`config.mk`:
```
export PLATFORM = sky130hd
export DESIGN_NAME = nlt_queue
export DESIGN_NICKNAME = d
export VERILOG_FILES = /design/src/rtl/core/nlt_pkg.sv /design/src/rtl/core/nlt_queue.sv
export SDC_FILE = /design/constraint.sdc
export NUM_CORES = 1
export LEC_CHECK = 0
export ABC_CLOCK_PERIOD_IN_PS = 2800
export BUFFER_PORTS_ARGS = -buffer_cell sky130_fd_sc_hd__buf_4
export CORE_MARGIN = 8
export CORE_UTILIZATION = 45
export DETAILED_ROUTE_END_ITERATION = 12
export GPL_TIMING_DRIVEN = 0
export PLACE_DENSITY = 0.71
export SLEW_MARGIN = 20
export SYNTH_ARGS = -nofsm -noshare
export SYNTH_HDL_FRONTEND = slang
export SYNTH_SLANG_ARGS = --single-unit
```
`constraint.sdc`:
```
create_clock -name i_clk -period 2.8 [get_ports i_clk]
set_input_delay 0.56 -clock i_clk [delete_from_list [all_inputs] [get_ports i_clk]]
set_output_delay 0.56 -clock i_clk [all_outputs]
set_load 0.05 [all_outputs]
```
`src/rtl/core/nlt_pkg.sv`:
```
// Shared types and constants of the node lock table.
package nlt_pkg;

    // Field widths of the request and result beats
    localparam int OP_W        = 4;
    localparam int NODE_W      = 10;
    localparam int THR_W       = 4;
    localparam int WORD_OUT_W  = 18;
    localparam int IN_TDATA_W  = 24;
    localparam int OUT_TDATA_W = 40;

    // Reader bits start above the writer and pending bits
    localparam int READ_OFF = 2;

    // Request queue between front and back
    localparam int Q_DEPTH = 2;
    localparam int Q_PTR_W = $clog2(Q_DEPTH);
    localparam int Q_CNT_W = $clog2(Q_DEPTH + 1);

    typedef enum logic [OP_W-1:0] {
        OP_INS_WR_TRY      = 4'd0,
        OP_INS_RD_TRY      = 4'd1,
        OP_INS_WR_REL      = 4'd2,
        OP_INS_RD_REL      = 4'd3,
        OP_DEGRADE         = 4'd4,
        OP_INS_RM_INTENT   = 4'd5,
        OP_INS_RM_COMPLETE = 4'd6,
        OP_INS_RM_REL      = 4'd7,
        OP_RM_RD_ACQ       = 4'd8,
        OP_RM_RD_REL       = 4'd9,
        OP_RM_WR_INTENT    = 4'd10,
        OP_RM_WR_COMPLETE  = 4'd11,
        OP_RM_WR_NOWAIT    = 4'd12,
        OP_RM_WR_REL       = 4'd13,
        OP_COMB_REL        = 4'd14
    } t_op;

    // Classified request as it waits in the queue
    typedef struct packed {
        t_op               op;
        logic [NODE_W-1:0] node;
        logic [THR_W-1:0]  thread;
        logic              node_ok;
        logic              thread_ok;
    } t_cmd;

    // Back-pressure seen by the front
    typedef struct packed {
        logic q_full;
        logic clearing;
    } t_gate;

    typedef enum logic [1:0] {
        ST_CLEAR,
        ST_IDLE,
        ST_EXEC
    } t_back_state;

endpackage

```
`src/rtl/core/nlt_queue.sv`:
```
// Two-entry request queue between the front and the back.
module nlt_queue
    import nlt_pkg::*;
(
    input  logic i_clk,
    input  logic i_rst_n,
    input  logic i_push,
    input  t_cmd i_cmd,
    input  logic i_pop,
    output logic o_valid,
    output logic o_full,
    output t_cmd o_cmd
);

    t_cmd               r_mem [Q_DEPTH];
    logic [Q_PTR_W-1:0] r_wptr, n_wptr;
    logic [Q_PTR_W-1:0] r_rptr, n_rptr;
    logic [Q_CNT_W-1:0] r_count, n_count;

    assign o_valid = r_count != '0;
    assign o_full  = r_count == Q_CNT_W'(Q_DEPTH);
    assign o_cmd   = r_mem[r_rptr];

    // Advance pointers and fill count
    always_comb begin
        n_wptr  = r_wptr;
        n_rptr  = r_rptr;
        n_count = r_count;
        if (i_push) begin
            n_wptr = r_wptr + Q_PTR_W'(1);
        end
        if (i_pop) begin
            n_rptr = r_rptr + Q_PTR_W'(1);
        end
        if (i_push && !i_pop) begin
            n_count = r_count + Q_CNT_W'(1);
        end else if (!i_push && i_pop) begin
            n_count = r_count - Q_CNT_W'(1);
        end
    end

    always_ff @(posedge i_clk) begin
        if (!i_rst_n) begin
            r_wptr  <= '0;
            r_rptr  <= '0;
            r_count <= '0;
        end else begin
            r_wptr  <= n_wptr;
            r_rptr  <= n_rptr;
            r_count <= n_count;
        end
    end

    // Store the pushed request
    always_ff @(posedge i_clk) begin
        if (i_push) begin
            r_mem[r_wptr] <= i_cmd;
        end
    end

endmodule

```
## After elaboration in Yosys (flattened, before gate mapping)

Memories as Yosys holds them, arrays and structs flattened. A register that Yosys moved wholly into a read port is not among the register bits.
Cells that the tools add are included.
Widths: inputs -> output; s select.

- Memories: 1
- Bits in writable memories: 40
- Output and inout bits: 22
- Flip-flop bits (word level): 4
- Logic and storage cells: 21

Memory list:

| memory | words | bits a word | rd ports | clocked after memory_dff | write ports | line | text |
|---|---|---|---|---|---|---|---|
| r_mem | 2 | 20 | 1 | 1 | 1 | nlt_queue.sv:15 | `t_cmd r_mem [Q_DEPTH];` |

- Reduce and logical (&&, ||, !) cells: 6
- Add/sub/neg operators: 4
- Equal/unequal tests: 1
- Muxes and demuxes: 6

Operators with widths:

| operator | number |
|---|---|
| $mux 1 | 4 |
| $mux 2 | 2 |
| $reduce_bool 2->1 | 2 |
| $add 1x1->1 const B | 2 |
| $add 2x1->2 const B | 1 |
| $eq 2x2->1 const B | 1 |
| $logic_and 1x1->1 | 2 |
| $logic_not 1->1 | 2 |
| $sub 2x1->2 const B | 1 |

## Longest topological paths before layout

- Word-level depth: 4
- Mapped depth: 5
- Depth with buffers taken out: 5

## Worst setup path before layout

No wires, ideal clock.

- Path kind: in2reg
- Start: input port i_push
- End: memory r_mem[0][0] (netlist name), enable pin
- Slack: 0.874 ns
- Cell stages on the path: 1
- Setup time: 0.400 ns
- Arrival: 1.526 ns
- Buffers on the path: 0
- Required time: 2.400 ns
- Path through: nor2b_1

- Longest elaborated chain between the ends: 2

RTL lines:

| what | line | text |
|---|---|---|
| start, declared | nlt_queue.sv:7 | `input logic i_push,` |
| $mux 1 | nlt_queue.sv:56 | `if (i_push) begin` |
| $mux 1 (implied by the code) | nlt_queue.sv:57 | `r_mem[r_wptr] <= i_cmd;` |
| end, declared | nlt_queue.sv:15 |  |

No other way between the ends.

==> results.yml <==
outcome:
  outcome: "finished, final reports clean"
finish:
  n_fill_cell: 281
  nets: 162
  multi_input_area_sq_um: 345
  seq_area_sq_mm: 0.00130
  drive_gt1_share_pct: 55.8
  diodes: 0
  synthToLayoutAreaGrowth_pct: 30.0
worst_setup_path:
  worst_ep_arrival_time_ps: 1420
  crit_path_cell_trace: "buf_2, mux2_2, buf_4"
  worstPathRequired_ps: 2240
  critPathMaxStageDelay_ps: 370
  cpLargestDelayFamily: "buffers and inverters"
  reg2regPathDepth: 1
  cp_slowest_cell: "mux2_2"
  critPathKind: "reg2out"
  cp-end-kind: "output port"
  critPathLaunchType: "flop"
  r2r_slack_ps: 1330
  critPathBufInv: 2
  path_max_fanout: 10
  r2r-end: "r_mem[1][6]"
  timing.rr.start: "r_wptr"
sta:
  fmax_ghz: 0.505
  timing.final.crit_share_pct: 70.7
  drv_slew: 0
  hold_viol_final: 0
  worst_slew_pin_slew_ps: 919
  maxSlewHeadroom_pct: 38.7
  clock_skew_ps: 2.69
  min_period_ps: 1980
  fin_tns_setup_ps: 0
  finalSetupViolCount: 0
  setup_slack_ps: 819
  rsz0062_at_grt: "no"
yosys:
  synth_top_area_share_pct: 72.5
  ys_ff_latch: 45
  synth_top_area_cell: "edfxtp_1"
  ys_seq_area_share_pct: 78.5
  synthDistinctLibCells: 16
  yosysWarnings: 0
  syn_area_per_cell_sq_um: 19.7
  syn-cell-area_sq_mm: 0.00166
  synth.area.top_cells: "edfxtp_1 (72%), mux2_2 (14%), dfxtp_1 (6.0%)"
  synthCells: 84
  synth_fp_nets: 109
clocking:
  cts_tree: "built"
  cts_max_level: 2
  cts_resized: 0
  root_buffer: "clkbuf_8"
  cts.sinks: 45
  cts_hold_buf: 0
  cts_made_buffers: 5
  insertion_delay_ps: 280
  cts_setup_buffers: 0
  clk_pin_slew_ps: 80
  clockBufferDepth: 2
routing:
  drt-total-wl_mm: 2.82
  dr_total_vias: 880
  drt_iter0_markers: 45
  dr.pass1.iters: 4
  drc: 0
  wire_per_inst_microns: 15.1
  drt.antenna.violating_nets: 0
  viasPerCell: 4.73
place:
  numPortBuffers: 45
  hpwl_mm: 2.08
  pre_cts_slack_ps: 992
  place.gp.congestion: 0.628
grt:
  grt_usage_pct: 9.73
  grt_max_degree: 21
  grt_pass1_vias: 956
  antenna_found_initial: 0
  grt_pass1_wl_mm: 4.51
  grt-ovfl-total: 0
floorplan:
  start_util_pct: 46.0
  dieArea_sq_mm: 0.00588
  boundaryPins: 46
  die_x_microns: 76.7
  rows: 22
  core_sq_mm: 0.00361
  fp.dieH_microns: 76.7
power:
  power.leakage_nw: 0.829
  fin_total_pwr_mw: 1.45
  vdd_drop_max_uv: 529
  power_density_mw_per_mm2: 673
hold_path:
  min_to: "r_mem[0][13]"
  hold_class: "in2reg"
  hold_path_depth: 1
  hp-start: "i_cmd[13]"
job:
  max_cap_violations: 0
## sequential cells by signal, indices dropped and copies added (netlist names), named ones only
register  cells
r_rptr        1
r_mem        40
r_wptr        1
r_count       2
## through the flow
stage | cell area (sq um) | hold slack [ps] | utilization, % | std cells
floorplan | 1660 | 461 | - | 84
global placement | 2060 | 471 | 57.0 | 177
detailed placement | 2070 | 517 | 57.5 | 178
CTS | 2150 | 449 | 59.8 | 186
global route | 2150 | 441 | 59.8 | 186
finish | 2150 | 456 | 59.8 | 186
## layout make-up
cell class              instances  area share (%)
multi-input cells              36            16.0
plain buffers                   2           0.465
well taps                      48            2.79
inverters                       1           0.174
flip-flops and latches         45            60.4
clock buffers                   5            3.19
clock inverters                 3           0.581
repair buffers                 46            16.4
## report_power, final
part | switching [mW] | total [mW] | internal, mW | leakage (nW)
clock | 0.194 | 0.362 | 0.168 | 0.0430
combinational | 0.190 | 0.304 | 0.114 | 0.369
sequential | 0.0122 | 0.784 | 0.772 | 0.417
total | 0.396 | 1.45 | 1.05 | 0.829
## worst max path at each step
stage | endpoint | start | slack, ps | depth (start not counted)
CTS | o_cmd[1] | flop | 800 | 3
finish | o_cmd[1] | flop | 820 | 3
detailed placement | r_mem[1][6] | i_push | 990 | 2
global route | o_cmd[13] | flop | 740 | 3
global placement | r_mem[0][6] | i_push | 280 | 2
floorplan | r_mem[0][0] | i_push | 870 | 1
## cells by family after synthesis
kind of cell / count (synthesis) / share of synthesized area, %
AO/OA/AOI/OAI: 3 / 1.21
XOR/XNOR: 3 / 1.59
adder cells (fa/ha/maj): 1 / 0.755
buffers and inverters: 3 / 0.830
flip-flops: 45 / 78.5
multiplexers: 20 / 13.6
AND/OR/NAND/NOR: 9 / 3.55
## per-layer routing
layer	track usage, %	up-vias	wire length [microns]
met3	4.90	5	219
met2	16.9	33	1460
li1	-	424	-
met5	0	-	0
met4	4.04	0	37
met1	9.52	418	1100
## cells in the mapped netlist (all sizes together)
master  instances
a21boi          1
and2            4
and2b           1
buf             2
dfxtp           5
edfxtp         40
ha              1
inv             1
mux2           20
nor2b           2
o21a            1
o21ai           1
or2             1
or3             1
xnor2           1
xor2            2
## placed cells by master (no fill, tap or decap)
cell / count
and2_1: 4
o21ai_0: 1
nor2b_2: 1
buf_4: 45
ha_1: 1
clkinv_2: 1
buf_2: 2
and2b_2: 1
dfxtp_1: 5
mux2_2: 20
or3_1: 1
nor2b_1: 1
xor2_1: 2
or2_2: 1
xnor2_1: 1
edfxtp_1: 40
clkinv_1: 2
buf_8: 1
a21boi_1: 1
clkbuf_8: 5
inv_1: 1
o21a_1: 1
(Power assumes the default switching activity.)
